==> src/rtl/rpn_pkg.sv <==
package rpn_pkg;

  localparam int DATA_W          = 32;
  localparam int DEF_STACK_DEPTH = 64;

  // token kinds (in_tuser)
  localparam logic [1:0] CMD_DIGIT   = 2'd0;
  localparam logic [1:0] CMD_OPER    = 2'd1;
  localparam logic [1:0] CMD_END     = 2'd2;
  localparam logic [1:0] CMD_INVALID = 2'd3;

  localparam logic [1:0] OP_ADD = 2'd0;
  localparam logic [1:0] OP_SUB = 2'd1;
  localparam logic [1:0] OP_MUL = 2'd2;
  localparam logic [1:0] OP_DIV = 2'd3;

  localparam logic [2:0] ST_OK        = 3'd0;
  localparam logic [2:0] ST_UNDERFLOW = 3'd1;
  localparam logic [2:0] ST_DIV_ZERO  = 3'd2;
  localparam logic [2:0] ST_INVALID   = 3'd3;
  localparam logic [2:0] ST_COUNT     = 3'd4;
  localparam logic [2:0] ST_OVERFLOW  = 3'd5;

  localparam logic [3:0] DIGIT_MAX = 4'd9;

  // controller -> datapath
  typedef struct packed {
    logic       push;       // push digit
    logic       rd_left;    // read left operand from stack memory
    logic       alu_wr;     // write add/sub/mul result, pop one
    logic       div_start;
    logic       div_wr;     // write quotient, pop one
    logic       set_err;
    logic [2:0] err_code;
    logic [1:0] op_sel;
    logic       finish;     // end token: emit result, clear stack
  } dp_cmd_t;

  // datapath -> controller
  typedef struct packed {
    logic err_active;
    logic depth_ge2;
    logic depth_full;
    logic r_zero;
    logic div_done;
    logic out_valid;
  } dp_sts_t;

endpackage

==> src/rtl/rpn_div.sv <==
module rpn_div (
  input  logic                        clk,
  input  logic                        rst_n,
  input  logic                        start,
  input  logic [rpn_pkg::DATA_W-1:0]  dividend,
  input  logic [rpn_pkg::DATA_W-1:0]  divisor,
  output logic                        done,
  output logic [rpn_pkg::DATA_W-1:0]  quotient
);
  import rpn_pkg::*;

  localparam int CW = $clog2(DATA_W);

  logic              busy_r, busy_nxt;
  logic              done_r, done_nxt;
  logic [CW-1:0]     cnt_r, cnt_nxt;
  logic              neg_r, neg_nxt;
  logic [DATA_W-1:0] rem_r, rem_nxt;
  logic [DATA_W-1:0] quo_r, quo_nxt;
  logic [DATA_W-1:0] den_r, den_nxt;
  logic [DATA_W:0]   trial;

  assign trial = {rem_r, quo_r[DATA_W-1]};

  always_comb begin
    busy_nxt = busy_r;
    done_nxt = 1'b0;
    cnt_nxt  = cnt_r;
    neg_nxt  = neg_r;
    rem_nxt  = rem_r;
    quo_nxt  = quo_r;
    den_nxt  = den_r;
    if (start) begin
      // work on magnitudes, fix the sign at the end
      busy_nxt = 1'b1;
      cnt_nxt  = '0;
      neg_nxt  = dividend[DATA_W-1] ^ divisor[DATA_W-1];
      rem_nxt  = '0;
      quo_nxt  = dividend[DATA_W-1] ? (~dividend + 1'b1) : dividend;
      den_nxt  = divisor[DATA_W-1] ? (~divisor + 1'b1) : divisor;
    end else if (busy_r) begin
      if (trial >= {1'b0, den_r}) begin
        rem_nxt = DATA_W'(trial - {1'b0, den_r});
        quo_nxt = {quo_r[DATA_W-2:0], 1'b1};
      end else begin
        rem_nxt = trial[DATA_W-1:0];
        quo_nxt = {quo_r[DATA_W-2:0], 1'b0};
      end
      cnt_nxt = cnt_r + 1'b1;
      if (cnt_r == CW'(DATA_W - 1)) begin
        busy_nxt = 1'b0;
        done_nxt = 1'b1;
      end
    end
  end

  always_ff @(posedge clk) begin
    if (!rst_n) begin
      busy_r <= 1'b0;
      done_r <= 1'b0;
      cnt_r  <= '0;
    end else begin
      busy_r <= busy_nxt;
      done_r <= done_nxt;
      cnt_r  <= cnt_nxt;
    end
    neg_r <= neg_nxt;
    rem_r <= rem_nxt;
    quo_r <= quo_nxt;
    den_r <= den_nxt;
  end

  assign done     = done_r;
  assign quotient = neg_r ? (~quo_r + 1'b1) : quo_r;

endmodule

==> src/rtl/rpn_dpath.sv <==
module rpn_dpath #(
  parameter int STACK_DEPTH = rpn_pkg::DEF_STACK_DEPTH
) (
  input  logic                        clk,
  input  logic                        rst_n,
  input  rpn_pkg::dp_cmd_t            cmd,
  input  logic [3:0]                  digit,
  input  logic                        out_tready,
  output rpn_pkg::dp_sts_t            sts,
  output logic                        out_tvalid,
  output logic [rpn_pkg::DATA_W-1:0]  out_result,
  output logic [2:0]                  out_status
);
  import rpn_pkg::*;

  localparam int AW = $clog2(STACK_DEPTH);
  localparam int DW = $clog2(STACK_DEPTH + 1);

  // top of stack lives in tos_r; entries below it live in mem
  logic [DATA_W-1:0] mem [STACK_DEPTH];
  logic [DATA_W-1:0] rdata_r;
  logic [DATA_W-1:0] tos_r, tos_nxt;
  logic [DW-1:0]     depth_r, depth_nxt;
  logic [2:0]        err_r, err_nxt;
  logic              ov_r, ov_nxt;
  logic [DATA_W-1:0] res_r, res_nxt;
  logic [2:0]        stat_r, stat_nxt;
  logic [DW-1:0]     wr_ptr, rd_ptr;
  logic [DATA_W-1:0] alu_res;
  logic [DATA_W-1:0] div_q;
  logic              div_done;

  assign wr_ptr = depth_r - DW'(1);
  assign rd_ptr = depth_r - DW'(2);

  always_ff @(posedge clk) begin
    if (cmd.push && depth_r != '0) mem[wr_ptr[AW-1:0]] <= tos_r;
    if (cmd.rd_left) rdata_r <= mem[rd_ptr[AW-1:0]];
  end

  always_comb begin
    case (cmd.op_sel)
      OP_ADD:  alu_res = rdata_r + tos_r;
      OP_SUB:  alu_res = rdata_r - tos_r;
      OP_MUL:  alu_res = DATA_W'(rdata_r * tos_r);
      default: alu_res = rdata_r;
    endcase
  end

  rpn_div u_div (
    .clk      (clk),
    .rst_n    (rst_n),
    .start    (cmd.div_start),
    .dividend (rdata_r),
    .divisor  (tos_r),
    .done     (div_done),
    .quotient (div_q)
  );

  always_comb begin
    tos_nxt   = tos_r;
    depth_nxt = depth_r;
    err_nxt   = err_r;
    ov_nxt    = ov_r;
    res_nxt   = res_r;
    stat_nxt  = stat_r;
    if (out_tready) ov_nxt = 1'b0;
    if (cmd.push) begin
      tos_nxt   = DATA_W'(digit);
      depth_nxt = depth_r + DW'(1);
    end
    if (cmd.alu_wr) begin
      tos_nxt   = alu_res;
      depth_nxt = depth_r - DW'(1);
    end
    if (cmd.div_wr) begin
      tos_nxt   = div_q;
      depth_nxt = depth_r - DW'(1);
    end
    if (cmd.set_err) err_nxt = cmd.err_code;
    if (cmd.finish) begin
      ov_nxt    = 1'b1;
      depth_nxt = '0;
      err_nxt   = ST_OK;
      if (err_r != ST_OK) begin
        stat_nxt = err_r;
        res_nxt  = '0;
      end else if (depth_r == DW'(1)) begin
        stat_nxt = ST_OK;
        res_nxt  = tos_r;
      end else begin
        stat_nxt = ST_COUNT;
        res_nxt  = '0;
      end
    end
  end

  always_ff @(posedge clk) begin
    if (!rst_n) begin
      depth_r <= '0;
      err_r   <= ST_OK;
      ov_r    <= 1'b0;
    end else begin
      depth_r <= depth_nxt;
      err_r   <= err_nxt;
      ov_r    <= ov_nxt;
    end
    tos_r  <= tos_nxt;
    res_r  <= res_nxt;
    stat_r <= stat_nxt;
  end

  assign sts.err_active = (err_r != ST_OK);
  assign sts.depth_ge2  = (depth_r >= DW'(2));
  assign sts.depth_full = (depth_r == DW'(STACK_DEPTH));
  assign sts.r_zero     = (tos_r == '0);
  assign sts.div_done   = div_done;
  assign sts.out_valid  = ov_r;

  assign out_tvalid = ov_r;
  assign out_result = res_r;
  assign out_status = stat_r;

  a_push_room: assert property (@(posedge clk) disable iff (!rst_n)
    cmd.push |-> depth_r != DW'(STACK_DEPTH))
    else $error("push onto full stack");

  a_pop_two: assert property (@(posedge clk) disable iff (!rst_n)
    (cmd.alu_wr || cmd.div_wr || cmd.div_start) |-> depth_r >= DW'(2))
    else $error("operator with fewer than two operands");

  a_finish_clears: assert property (@(posedge clk) disable iff (!rst_n)
    cmd.finish |=> (ov_r && depth_r == '0 && err_r == ST_OK))
    else $error("end token did not emit and clear");

  a_err_zero: assert property (@(posedge clk) disable iff (!rst_n)
    (ov_r && stat_r != ST_OK) |-> res_r == '0)
    else $error("nonzero result with error status");

endmodule

==> src/rtl/rpn_ctrl.sv <==
module rpn_ctrl (
  input  logic              clk,
  input  logic              rst_n,
  input  logic              in_tvalid,
  input  logic [1:0]        in_cmd,
  input  logic [3:0]        in_digit,
  input  logic [1:0]        in_op,
  input  logic              out_tready,
  input  rpn_pkg::dp_sts_t  sts,
  output logic              in_tready,
  output rpn_pkg::dp_cmd_t  cmd
);
  import rpn_pkg::*;

  localparam logic [1:0] S_IDLE = 2'd0;
  localparam logic [1:0] S_EXEC = 2'd1;
  localparam logic [1:0] S_DIVW = 2'd2;

  logic [1:0] state_r, state_nxt;
  logic [1:0] op_r, op_nxt;
  logic       accept;

  assign in_tready = (state_r == S_IDLE) && (!sts.out_valid || out_tready);
  assign accept    = in_tvalid && in_tready;

  always_comb begin
    state_nxt = state_r;
    op_nxt    = op_r;
    cmd       = '0;
    cmd.op_sel = op_r;
    case (state_r)
      S_IDLE: begin
        if (accept) begin
          if (in_cmd == CMD_END) begin
            cmd.finish = 1'b1;
          end else if (!sts.err_active) begin
            case (in_cmd)
              CMD_DIGIT: begin
                if (in_digit > DIGIT_MAX) begin
                  cmd.set_err  = 1'b1;
                  cmd.err_code = ST_INVALID;
                end else if (sts.depth_full) begin
                  cmd.set_err  = 1'b1;
                  cmd.err_code = ST_OVERFLOW;
                end else begin
                  cmd.push = 1'b1;
                end
              end
              CMD_OPER: begin
                if (!sts.depth_ge2) begin
                  cmd.set_err  = 1'b1;
                  cmd.err_code = ST_UNDERFLOW;
                end else begin
                  cmd.rd_left = 1'b1;
                  op_nxt      = in_op;
                  state_nxt   = S_EXEC;
                end
              end
              default: begin
                cmd.set_err  = 1'b1;
                cmd.err_code = ST_INVALID;
              end
            endcase
          end
        end
      end
      S_EXEC: begin
        // left operand now in the read register, right operand is top of stack
        if (op_r != OP_DIV) begin
          cmd.alu_wr = 1'b1;
          state_nxt  = S_IDLE;
        end else if (sts.r_zero) begin
          cmd.set_err  = 1'b1;
          cmd.err_code = ST_DIV_ZERO;
          state_nxt    = S_IDLE;
        end else begin
          cmd.div_start = 1'b1;
          state_nxt     = S_DIVW;
        end
      end
      S_DIVW: begin
        if (sts.div_done) begin
          cmd.div_wr = 1'b1;
          state_nxt  = S_IDLE;
        end
      end
      default: state_nxt = S_IDLE;
    endcase
  end

  always_ff @(posedge clk) begin
    if (!rst_n) begin
      state_r <= S_IDLE;
    end else begin
      state_r <= state_nxt;
    end
    op_r <= op_nxt;
  end

  a_div_path: assert property (@(posedge clk) disable iff (!rst_n)
    cmd.div_start |=> state_r == S_DIVW)
    else $error("divider started outside divide wait");

  a_exec_after_read: assert property (@(posedge clk) disable iff (!rst_n)
    cmd.rd_left |=> state_r == S_EXEC)
    else $error("operand read not followed by execute");

  a_done_in_wait: assert property (@(posedge clk) disable iff (!rst_n)
    sts.div_done |-> state_r == S_DIVW)
    else $error("divider done outside divide wait");

endmodule

==> src/rtl/rpn_stack_evaluator_core.sv <==
// Reverse Polish integer evaluator. Each input word is one token: in_tuser
// carries the kind (digit, operator, end, invalid), in_tdata the digit value
// and operator code. Tokens are taken one at a time. A digit, an invalid
// token, an end token, an operator with too few operands or any token after
// an error is handled in the idle state alone; add, subtract and multiply
// read the left operand from stack memory, then execute; a divide by zero
// ends at the execute step; any other divide then runs the radix-2
// iterative divider (operand read, start, 32 steps, write-back). The end
// token emits one output word with the remaining value and a status, then
// clears the stack. While an output word is pending and out_tready is low,
// no token of any kind is taken.
// Operands are 32-bit two's complement, wrapping. The top of stack is held
// in a register and deeper entries in a STACK_DEPTH-entry memory; no
// clearing pass is needed after reset.
module rpn_stack_evaluator_core #(
  parameter int STACK_DEPTH = rpn_pkg::DEF_STACK_DEPTH
) (
  input  logic        clk,
  input  logic        rst_n,
  input  logic        in_tvalid,
  output logic        in_tready,
  input  logic [7:0]  in_tdata,   // [3:0] digit_value, [5:4] operator_code, [7:6] zero
  input  logic [1:0]  in_tuser,   // [1:0] command
  output logic        out_tvalid,
  input  logic        out_tready,
  output logic [31:0] out_tdata,  // [31:0] result_value (signed)
  output logic [2:0]  out_tuser   // [2:0] status
);
  import rpn_pkg::*;

  dp_cmd_t cmd;
  dp_sts_t sts;

  rpn_ctrl u_ctrl (
    .clk        (clk),
    .rst_n      (rst_n),
    .in_tvalid  (in_tvalid),
    .in_cmd     (in_tuser),
    .in_digit   (in_tdata[3:0]),
    .in_op      (in_tdata[5:4]),
    .out_tready (out_tready),
    .sts        (sts),
    .in_tready  (in_tready),
    .cmd        (cmd)
  );

  rpn_dpath #(
    .STACK_DEPTH (STACK_DEPTH)
  ) u_dpath (
    .clk        (clk),
    .rst_n      (rst_n),
    .cmd        (cmd),
    .digit      (in_tdata[3:0]),
    .out_tready (out_tready),
    .sts        (sts),
    .out_tvalid (out_tvalid),
    .out_result (out_tdata),
    .out_status (out_tuser)
  );

endmodule

==> config.mk <==
export PLATFORM = sky130hd
export DESIGN_NAME = rpn_stack_evaluator_core
export DESIGN_NICKNAME = d
export VERILOG_FILES = /design/src/rtl/rpn_pkg.sv /design/src/rtl/rpn_div.sv /design/src/rtl/rpn_dpath.sv /design/src/rtl/rpn_ctrl.sv /design/src/rtl/rpn_stack_evaluator_core.sv
export SDC_FILE = /design/constraint.sdc
export NUM_CORES = 2
export LEC_CHECK = 0
export BUFFER_PORTS_ARGS = -buffer_cell sky130_fd_sc_hd__buf_2
export CAP_MARGIN = 15
export CELL_PAD_IN_SITES_DETAIL_PLACEMENT = 1
export CELL_PAD_IN_SITES_GLOBAL_PLACEMENT = 1
export CORE_ASPECT_RATIO = 1.1
export CORE_MARGIN = 4
export CORE_UTILIZATION = 50
export DETAILED_ROUTE_END_ITERATION = 7
export PLACE_DENSITY_LB_ADDON = 0.05
export SKIP_LAST_GASP = 1
export SYNTH_ARGS = -nofsm -noshare
export SYNTH_HDL_FRONTEND = slang
export SYNTH_SLANG_ARGS = --single-unit
==> constraint.sdc <==
create_clock -name clk -period 19.9 [get_ports clk]
set_input_delay 2.985 -clock clk [delete_from_list [all_inputs] [get_ports clk]]
set_output_delay 2.985 -clock clk [all_outputs]
set_load 0.02 [all_outputs]
# Word level (Yosys, flattened, before mapping)
# Memories as Yosys holds them, arrays and structs flattened. A register that Yosys moved wholly into a read port is not among the register bits.
# Cells that the tools add are included.
[classes]
n_addsub = 10
n_mul = 1
div = 0
magnitude_cmp = 3
eq_ne = 16
shifts = 0
muxes = 61
bitwise_logic = 9
reduce_logical = 20
[op_table]
columns = ["cell", "count"]
rows = [
  ["$mux 32", 8],
  ["$add 32x1->32 const B", 3],
  ["$not 32->32", 3],
  ["$pmux 32 s3", 1],
  ["$sub 32x32->32", 2],
  ["$ge 33x32->1", 1],
  ["$add 32x32->32", 1],
  ["$logic_not 32->1", 1],
  ["$mul 32x32->32", 1],
  ["$mux 4", 8],
  ["$mux 31", 1],
  ["$mux 2", 13],
  ["$mux 1", 22],
  ["$mux 7", 3],
  ["$pmux 4 s2", 2],
  ["$reduce_and 6->1", 2],
  ["$ne 2x2->1 const B", 4],
  ["$add 7x1->7 const B", 1],
  ["$eq 7x1->1 const B", 1],
  ["$eq 7x7->1 const B", 1],
  ["$ge 7x2->1 const B", 1],
  ["$reduce_bool 7->1", 1],
  ["$sub 7x1->7 const B", 1],
  ["$eq 2x1->1 const B", 3],
  ["other kinds (18)", 35],
]
[totals]
reg_bits = 186
latch_bits = 0
mem_bits_rw = 2048
rom_bits = 0
output_inout_bits = 37
word_cells = 137
mem_count = 1
[memory_table]
columns = ["name", "words", "width", "read_ports", "rd_ports_with_merged_regs", "wr", "line", "rtl"]
rows = [
  ["u_dpath.mem", 64, 32, 1, 1, 1, "rpn_dpath.sv:20", "logic [DATA_W-1:0] mem [STACK_DEPTH];"],
]

# Depth between registers and ports, before layout
[logic_depth]
word_depth = 11
mapped_depth = 28
mapped_depth_nobuf = 26

# Modules after synthesis
# Synthesis repeated with hierarchy kept, for this count alone.
[hier_totals]
hier_cells = 6436
area_unflattened_um2 = 109037.1
[modules_own_cells]
columns = ["mod", "n_inst", "cells_each", "area_per_inst_um2"]
rows = [
  ["rpn_dpath", 1, 5465, 100736.6],
  ["rpn_div", 1, 933, 7980.2],
  ["rpn_ctrl", 1, 38, 320.3],
]

# Least setup slack after synthesis
# Ideal clock, no wire load.
[synth_timing]
path_type = "register to register"
from = "register u_dpath.tos_r[6]"
to = "register u_dpath.tos_r[30], data pin"
setup_time_ps = 261
t_arrival_ps = 7851
required_ps = 19639
path_slack_ps = 11788
path_stages_with_launch = 26
path_cell_list = "edfxtp_1 -> clkbuf_1 -> clkbuf_1 -> and2_1 -> fa_1 -> fa_1 -> fa_1 -> inv_1 -> fa_1 -> inv_1 -> fa_1 -> inv_1 -> fa_1 -> inv_1 -> fa_1 -> fa_1 -> ha_1 -> a21o_1 -> a21o_1 -> a31o_2 -> o21ai_0 -> a21boi_0 -> o41ai_1 -> o21ai_0 -> xor2_1 -> a221o_1"
[synth_via]
elab_chain_cells = 4
[synth_rtl]
columns = ["element", "line", "rtl"]
rows = [
  ["start: declaration", "rpn_dpath.sv:22", "logic [DATA_W-1:0] tos_r, tos_nxt;"],
  ["start signal: assignment", "rpn_dpath.sv:108", "tos_r <= tos_nxt;"],
  ["$mul 32x32->32, or another cell as far along", "rpn_dpath.sv:45", "OP_MUL: alu_res = DATA_W'(rdata_r * tos_r);"],
  ["$pmux 32 s3 (*)", "rpn_dpath.sv:42", "case (cmd.op_sel)"],
  ["$mux 32 (*)", "rpn_dpath.sv:72", "if (cmd.alu_wr) begin"],
  ["$mux 32 (*)", "rpn_dpath.sv:76", "if (cmd.div_wr) begin"],
  ["net u_dpath.tos_nxt[30]", "rpn_dpath.sv:22", ""],
]
# The timed path passes the listed nets; every way through them passes the cells marked *.
# A chain may end at the register's enable or synchronous reset.

# Worst setup path after layout
[layout_timing]
from = "register u_dpath.tos_r[11]"
to = "register u_dpath.tos_r[30], data pin"
# Same word-level chain as after synthesis.

==> results_dict.tcl <==
set metrics [dict create \
    outcome "completed" \
    fin_nets 7050 \
    drt_iter0_drc 6063 \
    grt_pass1_wl_mm 452 \
    portBuffers 48 \
    syn_avg_cell_area_um2 17.1 \
    cts_sinks 2266 \
    layout.cells.non_filler 9508 \
    grt_max_degree 142 \
    dpl.hpwl_mm 184 \
    clk_latency_ps 890 \
    period_needed_ps 8970 \
    cts_made_buffers 223 \
    cts_hold_buf 0 \
    start_kind "register" \
    skew_ps 60.4 \
    design_area_um2 120000 \
    routed_via_density 6.14 \
    synth_nets 6921 \
    multiInputGateArea_um2 37800 \
    ant_nets 0 \
    wl_per_cell_um 32.9 \
    worstPathArrival_ps 9550 \
    relSlewSlack_pct 14.7 \
    yosys_warnings 0 \
    path_delay_family "adder cells" \
    crit_slowest_cell "edfxtp_1" \
    cpPeakStageDelay_ps 1030 \
    required_ps 20480 \
    area_growth_pct 11.1 \
    leakage_nw 40.1 \
    track_usage_pct 28.4 \
    setup_violations 0 \
    synthDistinctLibCells 76 \
    finalMaxSlewViolations 0 \
    core_um2 214000 \
    antenna_found_initial 30 \
    fp.dieArea_um2 223000 \
    fmaxAchievable_mhz 111 \
    async_reset_ff_share_pct 0 \
    grt_pass1_vias 62200 \
    finalSetupTns_ps 0 \
    mostFrequentLayoutCell "edfxtp_1" \
    cp_max_fo 80 \
    hold-worst-slack_ps 484 \
    via_count 58400 \
    cts_buffer_depth 3 \
    hold_viol 0 \
    ff_latch_area_um2 67500 \
    final_cell_mix "edfxtp_1, mux4_2, inv_1, fa_1, nand2_1" \
    die_h_um 495 \
    grt.overflow.total 0 \
    crit_buf_inv 7 \
    max_slew.worst_pin.slew_ps 1280 \
    root_buffer "clkbuf_16" \
    fillers 19100 \
    clkTransAtPathRegs_ps 60 \
    crit_top_cell "fa_1" \
    crit_type "reg -> reg" \
    ys_ff_latch 2266 \
    synthCells 6297 \
    cts_tree "yes" \
    finalCritPeriodShare_pct 45.1 \
    cap_viol_max_count 0 \
    fin_util_pct 55.9 \
    worstSetupEndpointType "register" \
    wl_mm 313 \
    rsz0062_at_grt "no" \
    hold_path_class "reg -> reg" \
    drt_first_pass_iters 6 \
    drive_above_1_share_pct 20.0 \
    start_util_pct 50.3 \
    synth_edf_count 2214 \
    h-tree-depth 4 \
    die_x_um 451 \
    seq_area_frac_synth_pct 62.7 \
    io_pins 51 \
    place_area_um2 112000 \
    cts_setup_buffers 0 \
    ir_drop_uv 118 \
    power_density_nw_per_um2 94.5 \
    place.gp.congestion 0.836 \
    rows 178 \
    cts-resized-gates 0 \
    dp.cells 9081 \
    route.detailed.drc 0 \
    regToRegSetupSlack_ps 10930 \
    ys.flop_type "edfxtp_1" \
    post_synth_instance_area_um2 108000 \
]
## metal layers
metal  share of wire (%)  track usage, %  vias up
li1                    -               -    24100
met1                  40            38.9    31800
met3                 6.7            4.54      441
met4                 3.7            9.82        4
met2                  49            47.0     2109
met5              0.0074               0        -
## worst paths after layout
| path | from | endpoint | cells after the start |
|---|---|---|---|
| hold / removal | u_dpath.u_div.rem_r[31] | u_dpath.u_div.rem_r[31] | 2 |
| hold reg to reg | u_dpath.u_div.rem_r[31] | u_dpath.u_div.rem_r[31] | 2 |
| setup / recovery | u_dpath.tos_r[11] | u_dpath.tos_r[30] | 26 |
| setup reg to reg | u_dpath.tos_r[11] | u_dpath.tos_r[30] | 26 |
## where the power goes
group          internal (mW)  switching (mW)  total, mW  leakage [nW]
clock                   2.37            1.82       4.19          3.50
sequential              5.20         0.00948       5.21          20.4
combinational          0.796            1.11       1.91          16.2
total                   8.36            2.95       11.3          40.1
## final cells by class
type / count / share of cell area (%)
Timing Repair Buffer: 249 / 1.51
Clock buffer: 276 / 4.87
Antenna cell: 8 / 0.0167
Sequential cell: 2266 / 56.4
Inverter: 445 / 1.40
Clock inverter: 143 / 1.18
Multi-Input combinational cell: 3241 / 31.6
Tap cell: 2880 / 3.01
## stage by stage
step | power [mW] | worst slack [ps]
floorplan | 6.64 | 11790
global placement | 7.20 | 11080
detailed placement | 7.22 | 11050
CTS | 11.4 | 10980
global route | 11.8 | 10620
finish | 11.3 | 10930
## worst min-delay path: cells and delay by family (launching register included)
family / cells / cell delay (ps)
flops: 1 / 320
compound gates: 1 / 50
simple gates: 1 / 60
## flip-flops by register name (all words and copies together), names as in the netlist, 2 cells and up
register	count
u_dpath.rdata_r	32
u_dpath.depth_r	7
u_dpath.tos_r	32
u_ctrl.op_r	2
u_dpath.u_div.den_r	32
u_dpath.u_div.cnt_r	5
u_dpath.out_result	32
u_dpath.mem	2048
u_dpath.out_status	3
u_ctrl.state_r	2
u_dpath.u_div.rem_r	32
u_dpath.u_div.quo_r	32
u_dpath.err_r	3
## cell usage after synthesis (22+ instances only)
library cell	n	area [um^2]
xnor2_1	149	1310
o21a_1	22	165
a21oi_1	117	586
xor2_1	121	1060
nor2_1	198	743
mux2i_1	30	300
nor2b_1	32	200
o31ai_1	31	233
nand2_1	407	1530
dfxtp_1	52	1040
mux4_2	654	14700
inv_1	443	1660
edfxtp_1	2214	66500
and2_1	353	2210
a211oi_1	41	308
ha_1	200	2500
or3_1	29	181
clkbuf_1	249	935
o21ai_0	122	611
fa_1	410	8210
nor3_1	30	150
a21o_1	36	270
buf_1	76	285
nand2b_1	32	200
## kinds of logic (layout without fill, tap and decap cells)
kind of cell    Yosys count  in the layout  synth area share, %
flops                  2266           2266                 62.7
simple gates           1172           1172                 5.41
buf+inv                 790           1113                 2.78
mux                     685            685                 14.0
fa+ha+maj               610            610                 9.94
compound gates          504            504                 3.02
xor+xnor                270            270                 2.20
other cells               0              8                    0
No activity file was read; power rests on OpenSTA's default activity.
